File: src/hdl/lmi_pkg.sv
`timescale 1ns / 1ps
// Shared types, codes and reset values for the LMI link integrity monitor.
// Used by lmi_link_check, lmi_event_core and lmi_link_integrity_monitor.
package lmi_pkg;

    localparam int HISTORY_BITS_DEF = 16;

    localparam int SEQ_W   = 8;
    localparam int RPT_W   = 8;
    localparam int POLL_W  = 8;
    localparam int WIN_W   = 5;
    localparam int ERR_W   = 16;
    localparam int AWAIT_W = 2;
    localparam int CFG_IDX_W  = 2;
    localparam int CFG_DATA_W = 8;

    localparam logic       ROLE_USER    = 1'b0;
    localparam logic       ROLE_NETWORK = 1'b1;

    localparam logic [RPT_W-1:0] RPT_FULL = 8'h00;
    localparam logic [RPT_W-1:0] RPT_LINK = 8'h01;

    localparam logic              ROLE_RST     = ROLE_USER;
    localparam logic [POLL_W-1:0] FULL_INT_RST = 8'd6;
    localparam logic [WIN_W-1:0]  THRESH_RST   = 5'd3;
    localparam logic [WIN_W-1:0]  WINDOW_RST   = 5'd4;

    typedef enum logic [CFG_IDX_W-1:0] {
        CFG_ROLE      = 2'd0,
        CFG_FULL_INT  = 2'd1,
        CFG_THRESHOLD = 2'd2,
        CFG_WINDOW    = 2'd3
    } cfg_idx_t;

    typedef enum logic [1:0] {
        MODE_POLL     = 2'd0,
        MODE_TIMEOUT  = 2'd1,
        MODE_ENQUIRY  = 2'd2,
        MODE_STATUS   = 2'd3
    } mode_t;

    typedef enum logic [2:0] {
        ST_OK          = 3'd0,
        ST_SEQ_IGNORED = 3'd1,
        ST_WRONG_ROLE  = 3'd2,
        ST_MISSING     = 3'd3,
        ST_BAD_REPORT  = 3'd4
    } status_t;

    typedef enum logic [1:0] {
        KIND_NONE    = 2'd0,
        KIND_ENQUIRY = 2'd1,
        KIND_STATUS  = 2'd2
    } kind_t;

    typedef struct packed {
        logic              role;
        logic [POLL_W-1:0] full_poll_interval;
        logic [WIN_W-1:0]  error_threshold;
        logic [WIN_W-1:0]  window_events;
    } cfg_t;

    typedef struct packed {
        mode_t            mode;
        logic             report_present;
        logic             verif_present;
        logic [RPT_W-1:0] report_type;
        logic [SEQ_W-1:0] rx_send_seq;
        logic [SEQ_W-1:0] rx_recv_seq;
    } evt_t;

    typedef struct packed {
        status_t          status;
        kind_t            send_kind;
        logic [RPT_W-1:0] tx_report_type;
        logic             tx_has_verif;
        logic [SEQ_W-1:0] tx_send_seq;
        logic [SEQ_W-1:0] tx_recv_seq;
        logic             link_up;
        logic [ERR_W-1:0] error_total;
    } res_t;

endpackage

File: src/hdl/lmi_link_check.sv
`timescale 1ns / 1ps
// Link health decision: counts good events in the recent window of the
// event history and compares the failures with the threshold. Uses lmi_pkg.
module lmi_link_check #(
    parameter int HISTORY_BITS = lmi_pkg::HISTORY_BITS_DEF
) (
    input  logic [HISTORY_BITS-1:0]   history,
    input  logic [lmi_pkg::WIN_W-1:0] window_events,
    input  logic [lmi_pkg::WIN_W-1:0] error_threshold,
    output logic                      reliable
);

    localparam int CW    = $clog2(HISTORY_BITS + 1);
    localparam int CMP_W = (CW > lmi_pkg::WIN_W) ? CW : lmi_pkg::WIN_W;

    logic [CMP_W-1:0] win_ext;
    logic [CMP_W-1:0] win_used;
    logic [CMP_W-1:0] ones;
    logic [CMP_W-1:0] fails;

    always_comb begin
        win_ext = CMP_W'(window_events);
        if (win_ext > CMP_W'(HISTORY_BITS)) begin
            win_used = CMP_W'(HISTORY_BITS);
        end else begin
            win_used = win_ext;
        end
        ones = '0;
        for (int i = 0; i < HISTORY_BITS; i++) begin
            if (CMP_W'(i) < win_used) begin
                ones = ones + CMP_W'(history[i]);
            end
        end
        fails    = win_used - ones;
        reliable = !(fails >= CMP_W'(error_threshold));
    end

endmodule

File: src/hdl/lmi_event_core.sv
`timescale 1ns / 1ps
// Protocol state and per-event decision logic for the LMI monitor.
// Uses lmi_pkg and lmi_link_check.
module lmi_event_core #(
    parameter int HISTORY_BITS = lmi_pkg::HISTORY_BITS_DEF
) (
    input  logic          aclk,
    input  logic          aresetn,
    input  lmi_pkg::cfg_t cfg,
    input  lmi_pkg::evt_t evt,
    input  logic          fire,
    input  logic          reload,
    output logic          busy,
    output lmi_pkg::res_t res
);

    localparam int BIT_W = $clog2(lmi_pkg::POLL_W);

    logic [lmi_pkg::SEQ_W-1:0]   own_seq_reg, own_seq_next;
    logic [lmi_pkg::SEQ_W-1:0]   peer_seq_reg, peer_seq_next;
    logic [HISTORY_BITS-1:0]     hist_reg, hist_next;
    logic                        link_reg, link_next;
    logic [lmi_pkg::ERR_W-1:0]   err_reg, err_next;
    logic [lmi_pkg::POLL_W-1:0]  poll_reg, poll_next;
    logic [lmi_pkg::AWAIT_W-1:0] await_reg, await_next;
    logic [lmi_pkg::POLL_W-1:0]  phase_reg, phase_next;
    logic                        busy_reg;
    logic [BIT_W-1:0]            bit_reg;
    logic [lmi_pkg::POLL_W-1:0]  rem_reg;

    logic [lmi_pkg::SEQ_W-1:0]  seq_inc;
    logic [lmi_pkg::ERR_W-1:0]  err_inc;
    logic [lmi_pkg::POLL_W-1:0] poll_div;
    logic [lmi_pkg::POLL_W-1:0] phase_inc;
    logic [lmi_pkg::POLL_W:0]   rem_shift;
    logic [lmi_pkg::POLL_W:0]   rem_sub;
    logic [lmi_pkg::POLL_W-1:0] rem_step;
    logic [HISTORY_BITS:0]      hist_wide;
    logic [HISTORY_BITS-1:0]    hist_shift;
    logic                       rec_en;
    logic                       rec_good;
    logic                       bump;
    logic                       rel_new;

    assign seq_inc  = (own_seq_reg == 8'hFF) ? 8'h01 : own_seq_reg + 8'h01;
    assign err_inc  = (err_reg == '1) ? err_reg : err_reg + 16'h0001;
    assign poll_div = (cfg.full_poll_interval == '0) ? 8'h01 : cfg.full_poll_interval;

    // The poll phase tracks the poll counter modulo the interval and
    // returns to zero when the counter wraps.
    assign phase_inc = (poll_reg == '1 || phase_reg + 8'h01 == poll_div) ? '0
                                                                          : phase_reg + 8'h01;

    // One restoring step per cycle rebuilds the phase after an interval write.
    assign rem_shift = {rem_reg, poll_reg[bit_reg]};
    assign rem_sub   = rem_shift - {1'b0, poll_div};
    assign rem_step  = (rem_shift >= {1'b0, poll_div}) ? rem_sub[lmi_pkg::POLL_W-1:0]
                                                      : rem_shift[lmi_pkg::POLL_W-1:0];
    assign busy      = busy_reg;

    assign hist_wide  = {hist_reg, rec_good};
    assign hist_shift = hist_wide[HISTORY_BITS-1:0];

    lmi_link_check #(
        .HISTORY_BITS(HISTORY_BITS)
    ) u_link_check (
        .history        (hist_shift),
        .window_events  (cfg.window_events),
        .error_threshold(cfg.error_threshold),
        .reliable       (rel_new)
    );

    always_comb begin
        res           = '0;
        res.status    = lmi_pkg::ST_OK;
        res.send_kind = lmi_pkg::KIND_NONE;
        own_seq_next  = own_seq_reg;
        peer_seq_next = peer_seq_reg;
        poll_next     = poll_reg;
        phase_next    = phase_reg;
        await_next    = await_reg;
        rec_en        = 1'b0;
        rec_good      = 1'b0;
        bump          = 1'b0;

        case (evt.mode)
            lmi_pkg::MODE_POLL: begin
                if (cfg.role == lmi_pkg::ROLE_NETWORK) begin
                    res.status = lmi_pkg::ST_WRONG_ROLE;
                end else begin
                    res.tx_report_type = (phase_reg == '0) ? lmi_pkg::RPT_FULL
                                                           : lmi_pkg::RPT_LINK;
                    await_next       = res.tx_report_type[lmi_pkg::AWAIT_W-1:0];
                    res.send_kind    = lmi_pkg::KIND_ENQUIRY;
                    res.tx_has_verif = 1'b1;
                    res.tx_send_seq  = seq_inc;
                    res.tx_recv_seq  = peer_seq_reg;
                    own_seq_next     = seq_inc;
                    poll_next        = poll_reg + 8'h01;
                    phase_next       = phase_inc;
                end
            end
            lmi_pkg::MODE_TIMEOUT: begin
                bump   = 1'b1;
                rec_en = 1'b1;
            end
            lmi_pkg::MODE_ENQUIRY: begin
                if (cfg.role == lmi_pkg::ROLE_USER) begin
                    res.status = lmi_pkg::ST_WRONG_ROLE;
                end else if (!evt.report_present || !evt.verif_present) begin
                    res.status = lmi_pkg::ST_MISSING;
                end else begin
                    peer_seq_next      = evt.rx_send_seq;
                    rec_en             = 1'b1;
                    rec_good           = (evt.rx_recv_seq == own_seq_reg);
                    bump               = (evt.rx_recv_seq != own_seq_reg);
                    res.send_kind      = lmi_pkg::KIND_STATUS;
                    res.tx_report_type = evt.report_type;
                    if (evt.report_type <= lmi_pkg::RPT_LINK) begin
                        res.tx_has_verif = 1'b1;
                        res.tx_send_seq  = seq_inc;
                        res.tx_recv_seq  = evt.rx_send_seq;
                        own_seq_next     = seq_inc;
                    end
                end
            end
            lmi_pkg::MODE_STATUS: begin
                if (cfg.role == lmi_pkg::ROLE_NETWORK) begin
                    res.status = lmi_pkg::ST_WRONG_ROLE;
                end else if (!evt.report_present) begin
                    res.status = lmi_pkg::ST_MISSING;
                end else if (evt.report_type > lmi_pkg::RPT_LINK ||
                             evt.report_type != lmi_pkg::RPT_W'(await_reg)) begin
                    res.status = lmi_pkg::ST_BAD_REPORT;
                end else if (!evt.verif_present) begin
                    res.status = lmi_pkg::ST_MISSING;
                end else begin
                    peer_seq_next = evt.rx_send_seq;
                    if (evt.rx_recv_seq != own_seq_reg) begin
                        res.status = lmi_pkg::ST_SEQ_IGNORED;
                    end else begin
                        rec_en   = 1'b1;
                        rec_good = 1'b1;
                    end
                end
            end
            default: begin
                res.status = lmi_pkg::ST_OK;
            end
        endcase

        hist_next       = rec_en ? hist_shift : hist_reg;
        link_next       = rec_en ? rel_new : link_reg;
        err_next        = bump ? err_inc : err_reg;
        res.link_up     = link_next;
        res.error_total = err_next;
    end

    always_ff @(posedge aclk) begin
        if (!aresetn) begin
            own_seq_reg  <= '0;
            peer_seq_reg <= '0;
            hist_reg     <= '0;
            link_reg     <= 1'b0;
            err_reg      <= '0;
            poll_reg     <= '0;
            await_reg    <= '0;
        end else if (fire) begin
            own_seq_reg  <= own_seq_next;
            peer_seq_reg <= peer_seq_next;
            hist_reg     <= hist_next;
            link_reg     <= link_next;
            err_reg      <= err_next;
            poll_reg     <= poll_next;
            await_reg    <= await_next;
        end
    end

    always_ff @(posedge aclk) begin
        if (!aresetn) begin
            phase_reg <= '0;
            busy_reg  <= 1'b0;
            bit_reg   <= BIT_W'(lmi_pkg::POLL_W - 1);
            rem_reg   <= '0;
        end else if (reload) begin
            busy_reg <= 1'b1;
            bit_reg  <= BIT_W'(lmi_pkg::POLL_W - 1);
            rem_reg  <= '0;
        end else if (busy_reg) begin
            rem_reg <= rem_step;
            bit_reg <= bit_reg - BIT_W'(1);
            if (bit_reg == '0) begin
                busy_reg  <= 1'b0;
                phase_reg <= rem_step;
            end
        end else if (fire) begin
            phase_reg <= phase_next;
        end
    end

    a_own_seq_skips_zero: assert property (@(posedge aclk) disable iff (!aresetn)
        $past(aresetn) && own_seq_reg != $past(own_seq_reg) |-> own_seq_reg != '0)
        else $error("own send sequence number advanced to zero");

    a_err_never_drops: assert property (@(posedge aclk) disable iff (!aresetn)
        $past(aresetn) |-> err_reg >= $past(err_reg))
        else $error("error counter decreased without reset");

    a_phase_below_interval: assert property (@(posedge aclk) disable iff (!aresetn)
        !busy_reg |-> phase_reg < poll_div)
        else $error("poll phase is not below the poll interval");

endmodule

File: src/hdl/lmi_link_integrity_monitor.sv
`timescale 1ns / 1ps
// Top level of the LMI link integrity monitor: configuration registers,
// input beat register and result register. Uses lmi_pkg and lmi_event_core.
//
//   channel  direction  handshake          payload
//   s_       in         s_tvalid/s_tready  s_tdata (event bytes), s_tuser (mode)
//   m_       out        m_tvalid/m_tready  m_tdata (result), m_tuser (send kind)
//   cfg_     in         cfg_valid/ready    cfg_index, cfg_data
//
// A beat waits in the input beat register while the core is busy or a result
// stalls, then goes through lmi_event_core to the result register; a new beat
// is accepted every cycle unless so held. A full poll interval write holds off
// beat processing and further register writes while the poll phase is rebuilt.
// Reset is synchronous, clears all protocol state and resets the configuration.
// A stalled result holds in the output register while one more beat waits.
module lmi_link_integrity_monitor #(
    parameter int HISTORY_BITS = lmi_pkg::HISTORY_BITS_DEF
) (
    input  logic                           aclk,
    input  logic                           aresetn,
    input  logic                           s_tvalid,
    output logic                           s_tready,
    // report_present, verif_present, report_type, rx_send_seq, rx_recv_seq
    input  logic [31:0]                    s_tdata,
    // mode
    input  logic [1:0]                     s_tuser,
    output logic                           m_tvalid,
    input  logic                           m_tready,
    // status, tx_report_type, tx_has_verif, tx_send_seq, tx_recv_seq,
    // link_up, error_total
    output logic [47:0]                    m_tdata,
    // send_kind
    output logic [1:0]                     m_tuser,
    input  logic                           cfg_valid,
    output logic                           cfg_ready,
    input  logic [lmi_pkg::CFG_IDX_W-1:0]  cfg_index,
    input  logic [lmi_pkg::CFG_DATA_W-1:0] cfg_data
);

    lmi_pkg::cfg_t cfg_reg;
    lmi_pkg::evt_t in_evt_reg;
    lmi_pkg::evt_t in_evt;
    lmi_pkg::res_t core_res;
    lmi_pkg::res_t out_res_reg;
    logic          in_valid_reg;
    logic          out_valid_reg;
    logic          advance;
    logic          core_busy;
    logic          poll_reload;

    assign cfg_ready   = !core_busy;
    assign poll_reload = cfg_valid && cfg_ready &&
                         (lmi_pkg::cfg_idx_t'(cfg_index) == lmi_pkg::CFG_FULL_INT);

    always_ff @(posedge aclk) begin
        if (!aresetn) begin
            cfg_reg.role               <= lmi_pkg::ROLE_RST;
            cfg_reg.full_poll_interval <= lmi_pkg::FULL_INT_RST;
            cfg_reg.error_threshold    <= lmi_pkg::THRESH_RST;
            cfg_reg.window_events      <= lmi_pkg::WINDOW_RST;
        end else if (cfg_valid && cfg_ready) begin
            case (lmi_pkg::cfg_idx_t'(cfg_index))
                lmi_pkg::CFG_ROLE:      cfg_reg.role <= cfg_data[0];
                lmi_pkg::CFG_FULL_INT:  cfg_reg.full_poll_interval <= cfg_data;
                lmi_pkg::CFG_THRESHOLD: cfg_reg.error_threshold <= cfg_data[4:0];
                lmi_pkg::CFG_WINDOW:    cfg_reg.window_events <= cfg_data[4:0];
                default: begin
                    cfg_reg <= cfg_reg;
                end
            endcase
        end
    end

    assign in_evt.mode           = lmi_pkg::mode_t'(s_tuser);
    assign in_evt.report_present = s_tdata[0];
    assign in_evt.verif_present  = s_tdata[1];
    assign in_evt.report_type    = s_tdata[9:2];
    assign in_evt.rx_send_seq    = s_tdata[17:10];
    assign in_evt.rx_recv_seq    = s_tdata[25:18];

    assign advance  = in_valid_reg && !core_busy && (!out_valid_reg || m_tready);
    assign s_tready = !in_valid_reg || advance;

    always_ff @(posedge aclk) begin
        if (!aresetn) begin
            in_valid_reg <= 1'b0;
        end else if (s_tready) begin
            in_valid_reg <= s_tvalid;
        end
    end

    always_ff @(posedge aclk) begin
        if (s_tvalid && s_tready) begin
            in_evt_reg <= in_evt;
        end
    end

    lmi_event_core #(
        .HISTORY_BITS(HISTORY_BITS)
    ) u_event_core (
        .aclk   (aclk),
        .aresetn(aresetn),
        .cfg    (cfg_reg),
        .evt    (in_evt_reg),
        .fire   (advance),
        .reload (poll_reload),
        .busy   (core_busy),
        .res    (core_res)
    );

    always_ff @(posedge aclk) begin
        if (!aresetn) begin
            out_valid_reg <= 1'b0;
        end else if (advance) begin
            out_valid_reg <= 1'b1;
        end else if (m_tready) begin
            out_valid_reg <= 1'b0;
        end
    end

    always_ff @(posedge aclk) begin
        if (advance) begin
            out_res_reg <= core_res;
        end
    end

    assign m_tvalid = out_valid_reg;
    assign m_tuser  = out_res_reg.send_kind;
    assign m_tdata  = {3'b000,
                       out_res_reg.error_total,
                       out_res_reg.link_up,
                       out_res_reg.tx_recv_seq,
                       out_res_reg.tx_send_seq,
                       out_res_reg.tx_has_verif,
                       out_res_reg.tx_report_type,
                       out_res_reg.status};

    a_beat_reaches_output: assert property (@(posedge aclk) disable iff (!aresetn)
        $past(aresetn) && $past(advance) |-> m_tvalid)
        else $error("processed beat did not reach the result register");

    a_no_send_no_fields: assert property (@(posedge aclk) disable iff (!aresetn)
        m_tvalid && out_res_reg.send_kind == lmi_pkg::KIND_NONE
        |-> !out_res_reg.tx_has_verif && out_res_reg.tx_report_type == '0)
        else $error("result with nothing to send carries message fields");

    a_verif_has_seq: assert property (@(posedge aclk) disable iff (!aresetn)
        m_tvalid && out_res_reg.tx_has_verif |-> out_res_reg.tx_send_seq != '0)
        else $error("verification element sent with zero send sequence");

endmodule
File: config.mk
export PLATFORM = sky130hd
export DESIGN_NAME = lmi_link_integrity_monitor
export DESIGN_NICKNAME = d
export VERILOG_FILES = /design/src/hdl/lmi_pkg.sv /design/src/hdl/lmi_link_check.sv /design/src/hdl/lmi_event_core.sv /design/src/hdl/lmi_link_integrity_monitor.sv
export SDC_FILE = /design/constraint.sdc
export NUM_CORES = 1
export LEC_CHECK = 0
export BUFFER_PORTS_ARGS = -buffer_cell sky130_fd_sc_hd__buf_2
export CAP_MARGIN = 20
export CORE_MARGIN = 4
export CORE_UTILIZATION = 40
export DETAILED_ROUTE_END_ITERATION = 7
export PLACE_DENSITY = 0.59
export RECOVER_POWER = 50
export SLEW_MARGIN = 40
export SYNTH_ARGS = -nofsm -noshare
export SYNTH_HDL_FRONTEND = slang
export SYNTH_SLANG_ARGS = --single-unit
File: constraint.sdc
create_clock -name aclk -period 19 [get_ports aclk]
set_input_delay 3.8 -clock aclk [delete_from_list [all_inputs] [get_ports aclk]]
set_output_delay 3.8 -clock aclk [all_outputs]
set_load 0.05 [all_outputs]
---- After elaboration in Yosys (flattened, before gate mapping) ----
Index checks and enable logic that the tools add are counted.
storage, ports and cells
  register bits ........................... 174
  logic and storage cells ................. 214
operators by class
  $add $sub $neg .......................... 22
  order comparisons ....................... 22
  equality and inequality tests ........... 23
  multiplexer cells ....................... 77
  bitwise operators ....................... 3
  reduce and logical (&&, ||, !) cells .... 36
operators with widths
  cell                                                number
  2-to-1 mux 8 bit                                    19
  2-to-1 mux 5 bit                                    16
  adder 5 x 1 -> 5 bit                                14
  2-to-1 mux 27 bit                                   2
  case mux 27 bit (2 select lines)                    1
  < comparator 4 x 5 -> 1 bit (first input constant)  8
  2-to-1 mux 16 bit                                   2
  case mux 8 bit (2 select lines)                     2
  2-to-1 mux 26 bit                                   1
  adder 8 x 1 -> 8 bit (second input constant)        3
  2-to-1 mux 1 bit                                    21
  < comparator 3 x 5 -> 1 bit (first input constant)  4
  2-to-1 mux 17 bit                                   1
  adder 16 x 1 -> 16 bit (second input constant)      1
  equality test 16 bit (second input constant)        1
  equality test 8 bit                                 2
  equality test 8 bit (second input constant)         2
  zero test 8 bit                                     2
  != test 2 bit (second input constant)               8
  2-to-1 mux 3 bit                                    4
  < comparator 1 x 5 -> 1 bit (first input constant)  2
  < comparator 2 x 5 -> 1 bit (first input constant)  2
  AND reduction 2 bit                                 5
  nonzero test 2 bit                                  5
  other kinds (31)                                    55

---- Longest topological paths before layout ----
Gate-level depths: netlist (run 1).
  word-level depth ........................ 42
  gate-level depth with buffers ........... 64
  gate-level depth less buffers ........... 64

---- Modules after synthesis ----
From an unflattened synthesis (run 1), not the netlist that was laid out.
second synthesis, totals
  cell total of the unflattened synthesis .. 1104
  area, all modules ....................... 10437.5 um2
modules (own cells, without submodules)
  module                      instances  cells each  area an instance (um2)
  lmi_event_core              1          637         5109.9
  lmi_link_integrity_monitor  1          167         3136.8
  lmi_link_check              1          300         2190.9

---- Worst setup path before layout (run 1) ----
No wires, ideal clock.
  path kind ............................... flip-flop to flip-flop
  start ................................... register, netlist name cfg_reg[2]
  end ..................................... register out_res_reg, in the netlist m_tdata[28] (data pin)
  library setup time ...................... 0.260 ns
  arrival ................................. 11.366 ns
  required time ........................... 18.740 ns
  path slack .............................. 7.375 ns
  cell stages (with the launch flop) ...... 60
  buffers on the path ..................... 2
  clock period less this slack ............ 11.625 ns
  cell sequence ........................... dfxtp_1 -> buf_6 -> or3_1 -> buf_2 -> or3_1 -> a2111o_1 -> nand2_1 -> ha_1 -> mux2_2 -> ha_1 -> ha_1 -> nand2b_1 -> o31a_1 -> ha_1 -> o21ai_0 -> nand2_1 -> ha_1 -> o22a_1 -> (+24 left out) -> o21ai_0 -> ha_1 -> mux2_2 -> ha_1 -> mux2_2 -> fa_1 -> inv_1 -> a21o_1 -> a21oi_1 -> xnor2_1 -> xnor2_1 -> xnor2_1 -> xnor2_1 -> xnor2_1 -> xnor3_1 -> ha_1 -> a21oi_1 -> mux2_2
RTL lines
  element               RTL line                           RTL
  to (signal assigned)  lmi_link_integrity_monitor.sv:123  out_res_reg <= core_res;
  to (decl)             lmi_link_integrity_monitor.sv:44   lmi_pkg::res_t out_res_reg;

==> metrics.md, run 1 <==
| Metric | Value |
|---|---|
| Seq/Total Area, Yosys | 41.7% |
| Final period util | 68.1% |
| Initial antenna violation count | 0 |
| Clk buf depth | 2 |
| WL final | 22300 microns |
| # rows | 57 |
| Synth cell types | 81 |
| P_leak | 4.58 nW |
| Main synth FF type | dfxtp_1 |
| Fillers | 2402 |
| WHS Endpoint | cfg_reg[10] |
| Cells on worst reg2reg path | 57 |
| Relative slew margins | -36.3% |
| First drt pass iteration count | 5 |
| Dpl cells | 1447 |
| GP Congestion | 0.796 |
| Max reg flops | 45 |
| Cell count after synthesis | 1063 |
| Worst path required time | 19.18 ns |
| Hold-fix buffers, CTS | 0 |
| Synth Area in Adders | 7.58% |
| Max incr delay on CP | 0.62 ns |
| Grt total ovfl | 0 |
| Total power | 0.899 mW |
| Hold_sp | cfg_reg[10] |
| Worst R2R Start | cfg_reg[2] |
| Final Slew Violations | 94 |
| Max VDD drop | 0.0534 mV |
| Cell mode on critical path | ha_1 |
| Final hold slack | 0.472 ns |
| First-pass GRT wire length | 37000 microns |
| DP HPWL | 16100 microns |
| Max FO, Critical Path | 17 |
| DRC | 0 |
| Post-CTS Setup Bufs | 0 |
| DR vias/cell | 5.12 |
| CTS clk-pin slew, worst paths | 0.08 ns |
| Post-synth ARST share | 0% |
| # IOs | 102 |
| Setup TNS | 0 ns |
| Number of hold violations in the final report | 0 |
| Initial Utilization | 41.1% |
| Multiplexer area fraction after synthesis | 6.33% |
| Maximum clock rate | 0.0773 GHz |
| # diodes | 0 |
| Synth Cell Area | 10100 sq um |
| First DRT Iteration DRCs | 451 |
| Clk sinks | 173 |
| Power per cell area | 78.5 nW/um^2 |
| Vias | 7582 |
| Crit. End Element | flop |
| Outcome | finished, violations left |
| Commonest non-fill, non-tap cell in the layout | nand2_1 |
| Sequential cell area | 4210 sq um |
| Layout cells sized above 1 | 11.3% |
| Actual slew at the worst max-slew pin | 2.04 ns |
| Reg2reg end | m_tdata[28] |
| Post-cts resize count | 0 |
| CP arrival | 13.12 ns |
| CTS tree | built |
| Simple-gate share of the synthesized area | 20.1% |
| Worst R2R Setup Slack | 6.07 ns |
| WL/cell | 15.0 microns |
| Buffers added on ports | 92 |
| Setup Crit Path Kind | flop to flop |
| RSZ-0062 raised after global routing | false |
| Slowest stage cell on the critical path | or3_1 |
| Post-synth EDFFs | 75 |
| Worst Hold Depth | 2 |
| Maximum Capacitance Violations | 2 |
| Seq cells post-synth | 173 |
| Routed Antenna Nets | 0 |
| Tmin final | 12.93 ns |
| Xor/xnor cell area share of the yosys netlist | 8.48% |
| Clock Root Buffer | clkbuf_16 |
| Num CTS Buffers | 17 |
| # H-tree levels | 4 |
| Violated checks | capacitance limit, slew limit |
| Synth Area per Inst | 9.51 sq um |
| Final std cells w/o fill | 1480 |
| Startpoint types | flop |
| Worst min path class | flop to flop |
| Chip width | 167 microns |
| Most frequent cells in the layout | 130 x nand2_1, 98 x dfxtp_1, 75 x edfxtp_1 |
| Fin nets | 1252 |
| Worst skew pair latency | 0.44 ns |
| Final setup fails | 0 |
| DIE AREA | 27900 sq um |
| Post-route clock skew | 0.0160 ns |
| Compound-gate portion of the synthesized area | 12.3% |
| Number of global-route vias before repair | 7326 |
| Warnings from Yosys | 0 |
| Largest family of logic cells by synthesized area | simple AND/OR/NAND/NOR gates |
| Multi-input logic area | 5560 sq um |
| Core area | 24600 sq um |
| Area Growth Syn to Fin | 13.3% |
| Largest net degree at the start of global routing | 61 |
| Total global-route track usage | 16.1% |
| Die height | 167 microns |
[critical path: cells and delay by family, from the launching register on]
| family | cells | cell delay (ns) |
|---|---|---|
| adders and majority gates | 17 | 5.30 |
| buffers and inverters | 3 | 0.23 |
| AOI/OAI and AO/OA | 11 | 1.73 |
| DFF | 1 | 0.50 |
| muxes | 5 | 1.45 |
| xor gates and xnor gates | 6 | 1.28 |
| and+or+nand+nor | 15 | 2.22 |
[synth_stat cells (3+ instances only)]
| cell | number | area share, % |
|---|---|---|
| nor2b_1 | 47 | 2.9 |
| a22o_1 | 8 | 0.69 |
| dfxtp_1 | 98 | 19 |
| clkbuf_1 | 33 | 1.2 |
| a22oi_1 | 4 | 0.30 |
| a21oi_1 | 41 | 2.0 |
| mux2_2 | 11 | 1.2 |
| ha_1 | 58 | 7.2 |
| nand2_1 | 130 | 4.8 |
| o211a_1 | 4 | 0.40 |
| xnor2_1 | 60 | 5.2 |
| inv_1 | 44 | 1.6 |
| and3_1 | 12 | 0.74 |
| and2_1 | 34 | 2.1 |
| o21a_1 | 5 | 0.37 |
| nor3_1 | 19 | 0.94 |
| or3_1 | 8 | 0.50 |
| buf_4 | 3 | 0.22 |
| o31ai_1 | 3 | 0.22 |
| o211ai_1 | 5 | 0.37 |
| a211oi_1 | 3 | 0.22 |
| or2_2 | 6 | 0.37 |
| a31oi_1 | 9 | 0.56 |
| o21ai_0 | 47 | 2.3 |
| edfxtp_1 | 75 | 22 |
| buf_2 | 5 | 0.25 |
| nor2_1 | 70 | 2.6 |
| nand2b_1 | 11 | 0.68 |
| nor4_1 | 6 | 0.37 |
| nand3_1 | 34 | 1.7 |
| nand4_1 | 15 | 0.93 |
| xor2_1 | 18 | 1.6 |
| a21o_1 | 10 | 0.74 |
| mux2i_1 | 47 | 4.7 |
| a21boi_0 | 20 | 1.5 |
[layer usage]
layer / vias up / wire length (microns) / share of wire (%) / GRT usage (%)
met5: - / 0 / 0 / 0
met4: 0 / 238 / 1.1 / 4.16
met1: 3548 / 10900 / 49 / 22.1
met3: 18 / 822 / 3.7 / 2.65
met2: 124 / 10300 / 46 / 26.4
li1: 3892 / - / - / -
[power breakdown]
| part | total, mW | switching, mW | internal (mW) |
|---|---|---|---|
| registers | 0.410 | 0.00827 | 0.402 |
| clock network | 0.366 | 0.183 | 0.183 |
| logic | 0.122 | 0.0799 | 0.0424 |
| total | 0.899 | 0.271 | 0.628 |
[area by class of cell]
| type | count | share of cell area [%] |
|---|---|---|
| Clock buffer | 17 | 3.71 |
| Clock inverter | 15 | 1.75 |
| Tap cell | 324 | 3.54 |
| Inverter | 45 | 1.47 |
| Multi-Input combinational cell | 803 | 48.5 |
| Timing Repair Buffer | 103 | 4.18 |
| Sequential cell | 173 | 36.8 |
[how the worst max path moves through the flow]
stage	slack [ns]	end	startpoint
4_1_cts	6.12	m_tdata[28]	cfg_reg[2]
6_report	6.07	m_tdata[28]	cfg_reg[2]
2_1_floorplan	7.37	m_tdata[28]	cfg_reg[2]
3_3_place_gp	6.29	m_tdata[28]	cfg_reg[2]
5_1_grt	5.28	m_tdata[28]	in_evt_reg[23]
3_5_place_dp	6.17	m_tdata[28]	cfg_reg[2]
[metrics by stage]
stage                     cell area, sq um  setup WS [ns]  utilization (%)
after CTS                            11500           6.12             46.8
after global routing                 11500           5.28             46.5
after global placement               10900           6.29             44.1
after floorplan                      10100           7.37                -
final                                11500           6.07             46.5
after detailed placement             10900           6.17             44.3
[cells by family after synthesis]
family	after synthesis
adder cells (fa/ha/maj)	60
flip-flops	173
AO/OA/AOI/OAI	185
other	1
XOR/XNOR	86
buffers and inverters	89
AND/OR/NAND/NOR	409
multiplexers	60
Note: power is estimated with default switching activity, not from simulation.
==> run 2, diff against run 1 <==
PLACE_DENSITY = 0.61   (was 0.59)
clock period = 11.6 ns   (was 19 ns; I/O delays follow)
==> metrics.md, run 2 (same netlist as run 1, synthesis figures left out) <==
| Metric | Value |
|---|---|
| Outcome | finished, violations left |
| Violated checks | capacitance limit, slew limit |
| # diodes | 0 (unchanged) |
| Worst Hold Depth | 2 (unchanged) |
| Buffers added on ports | 92 (unchanged) |
| CTS clk-pin slew, worst paths | 0.08 ns (about the same) |
| Commonest non-fill, non-tap cell in the layout | nand2_1 |
| Largest net degree at the start of global routing | 60 (-1.6%) |
| Clock Root Buffer | clkbuf_16 |
| Vias | 7951 (+4.9%) |
| Final std cells w/o fill | 1563 (+5.6%) |
| Hold_sp | cfg_reg[5] |
| Worst min path class | flop to flop |
| Routed Antenna Nets | 0 (unchanged) |
| Maximum Capacitance Violations | 3 (+1) |
| Crit. End Element | flop |
| CP arrival | 11.63 ns (-1.49 ns) |
| Cell mode on critical path | ha_4 |
| Final period util | 98.6% (+31 points) |
| First DRT Iteration DRCs | 466 (+3.3%) |
| Final WS setup | 0.161 ns (-5.91 ns) |
| Area Growth Syn to Fin | 23.5% |
| Initial Utilization | 41.1% (unchanged) |
| Worst R2R Setup Slack | 0.16 ns (-5.91 ns) |
| Cells on worst reg2reg path | 62 (+8.8%) |
| P_leak | 5.02 nW (+9.7%) |
| # H-tree levels | 4 (unchanged) |
| Initial antenna violation count | 0 (unchanged) |
| Layout cells sized above 1 | 22.7% (+11 points) |
| Actual slew at the worst max-slew pin | 1.93 ns (-0.119 ns) |
| Post-route clock skew | 0.0105 ns (-0.00548 ns) |
| Total power | 1.52 mW (+69%) |
| Grt total ovfl | 0 (unchanged) |
| Fin nets | 1335 (+6.6%) |
| Final setup fails | 0 (unchanged) |
| Hold-fix buffers, CTS | 0 (unchanged) |
| WL final | 23400 microns (+5.0%) |
| First-pass GRT wire length | 37300 microns (+0.65%) |
| First drt pass iteration count | 6 (+1) |
| Max reg flops | 45 (unchanged) |
| Worst path required time | 11.79 ns (-7.39 ns) |
| Final Slew Violations | 123 (+31%) |
| Tmin final | 11.44 ns (-1.49 ns) |
| Startpoint types | flop |
| Number of hold violations in the final report | 0 (unchanged) |
| Num CTS Buffers | 17 (unchanged) |
| WHS Endpoint | cfg_reg[5] |
| Relative slew margins | -28.3% (+7.9 points) |
| GP Congestion | 0.842 (+5.7%) |
| # IOs | 102 (unchanged) |
| Dpl ws | -0.676 ns (-6.84 ns) |
| Clk sinks | 173 (unchanged) |
| Number of global-route vias before repair | 7526 (+2.7%) |
| Final hold slack | 0.484 ns (+0.0121 ns) |
| WP buf/inv | 7 (+4) |
| Most frequent cells in the layout | 119 x nand2_1, 98 x dfxtp_1, 85 x buf_4 |
| DIE AREA | 27900 sq um (unchanged) |
| RSZ-0062 raised after global routing | true |
| Worst skew pair latency | 0.44 ns (about the same) |
| Slowest stage cell on the critical path | edfxtp_1 |
| Maximum clock rate | 0.0874 GHz (+13%) |
| Max incr delay on CP | 0.38 ns (-0.24 ns) |
| Total global-route track usage | 16.1% (+0.059 points) |
| Dpl cells | 1519 (+5.0%) |
| DR vias/cell | 5.09 (-0.70%) |
| Chip width | 167 microns (unchanged) |
| Die height | 167 microns (unchanged) |
| Core area | 24600 sq um (unchanged) |
| Max FO, Critical Path | 2 (-15) |
| Power per cell area | 122 nW/um^2 (+55%) |
| Crit path from | in_evt_reg[17] |
| Reg2reg end | m_tdata[28] |
| # rows | 57 (unchanged) |
| WL/cell | 15.0 microns (-0.62%) |
| Worst R2R Start | in_evt_reg[17] |
| Crit-path leading delay family | adder cells |
| CTS tree | built |
| DP HPWL | 16400 microns (+1.7%) |
| Clk buf depth | 2 (unchanged) |
| Setup Crit Path Kind | flop to flop |
| DRC | 0 (unchanged) |
| Max VDD drop | 0.0930 mV (+74%) |
## run 2: cell count changes in the layout (fill, tap and decap cells not counted), sizes merged
| cell | before | now |
|---|---|---|
| clkinv | 5 | 6 |
| clkbuf | 60 | 49 |
| inv | 55 | 54 |
| buf | 60 | 154 |
## run 2: metal layers
layer	up-vias	global-route usage, %	part of all wire [%]
li1	4067	-	-
met1	3730	22.1	47
met2	127	26.7	48
met3	27	2.63	3.3
met4	0	3.81	1.3
met5	-	0	0
## run 2: stage by stage
step	utilization, %	cell area (sq um)	TNS (ns)
6_report	50.7	12500	0
5_1_grt	50.7	12500	-0.710
4_1_cts	49.5	12200	0
3_5_place_dp	46.5	11400	-1.21
3_3_place_gp	46.4	11400	-1.01
2_1_floorplan	-	10100	0
## run 2: power by group
group	internal, mW	switching (mW)	total, mW
clock	0.299	0.302	0.601
sequential	0.659	0.0119	0.671
combinational	0.103	0.148	0.252
## run 2: worst reg2reg max path, delay by kind of cell, from the launching register on
kind | cells | cell delay (ns)
adder cells (fa/ha/maj) | 16 | 4.21
multiplexers | 6 | 1.68
XOR/XNOR | 6 | 1.26
buffers and inverters | 7 | 0.77
AND/OR/NAND/NOR | 16 | 1.76
flip-flops | 1 | 0.38
AO/OA/AOI/OAI | 11 | 1.16
## run 2: worst max path at each step
stage / slack [ns] / depth (start not counted) / to
after floorplan: 0.01 / 59 / m_tdata[28]
after global placement: -0.56 / 62 / m_tdata[28]
after detailed placement: -0.68 / 62 / m_tdata[28]
after CTS: 0.008 / 62 / m_tdata[28]
after global routing: -0.39 / 62 / m_tdata[28]
final: 0.16 / 62 / m_tdata[28]
## run 2: cell type report
cell class	count	area, sq um
inverters	45	171
well taps	324	405
flip-flops and latches	173	4210
repair buffers	186	1110
clock inverters	15	199
clock buffers	17	425
fillers	2265	12100
multi-input cells	803	5960
## run 2: what timing repair did
| action | CTS | global route |
|---|---|---|
| gates cloned | 0 | 0 |
| pin swaps | 18 | 41 |
| resized for setup | 19 | 55 |
| buffers inserted | 4 | 7 |
| setup endpoints to repair | 2 | 2 |
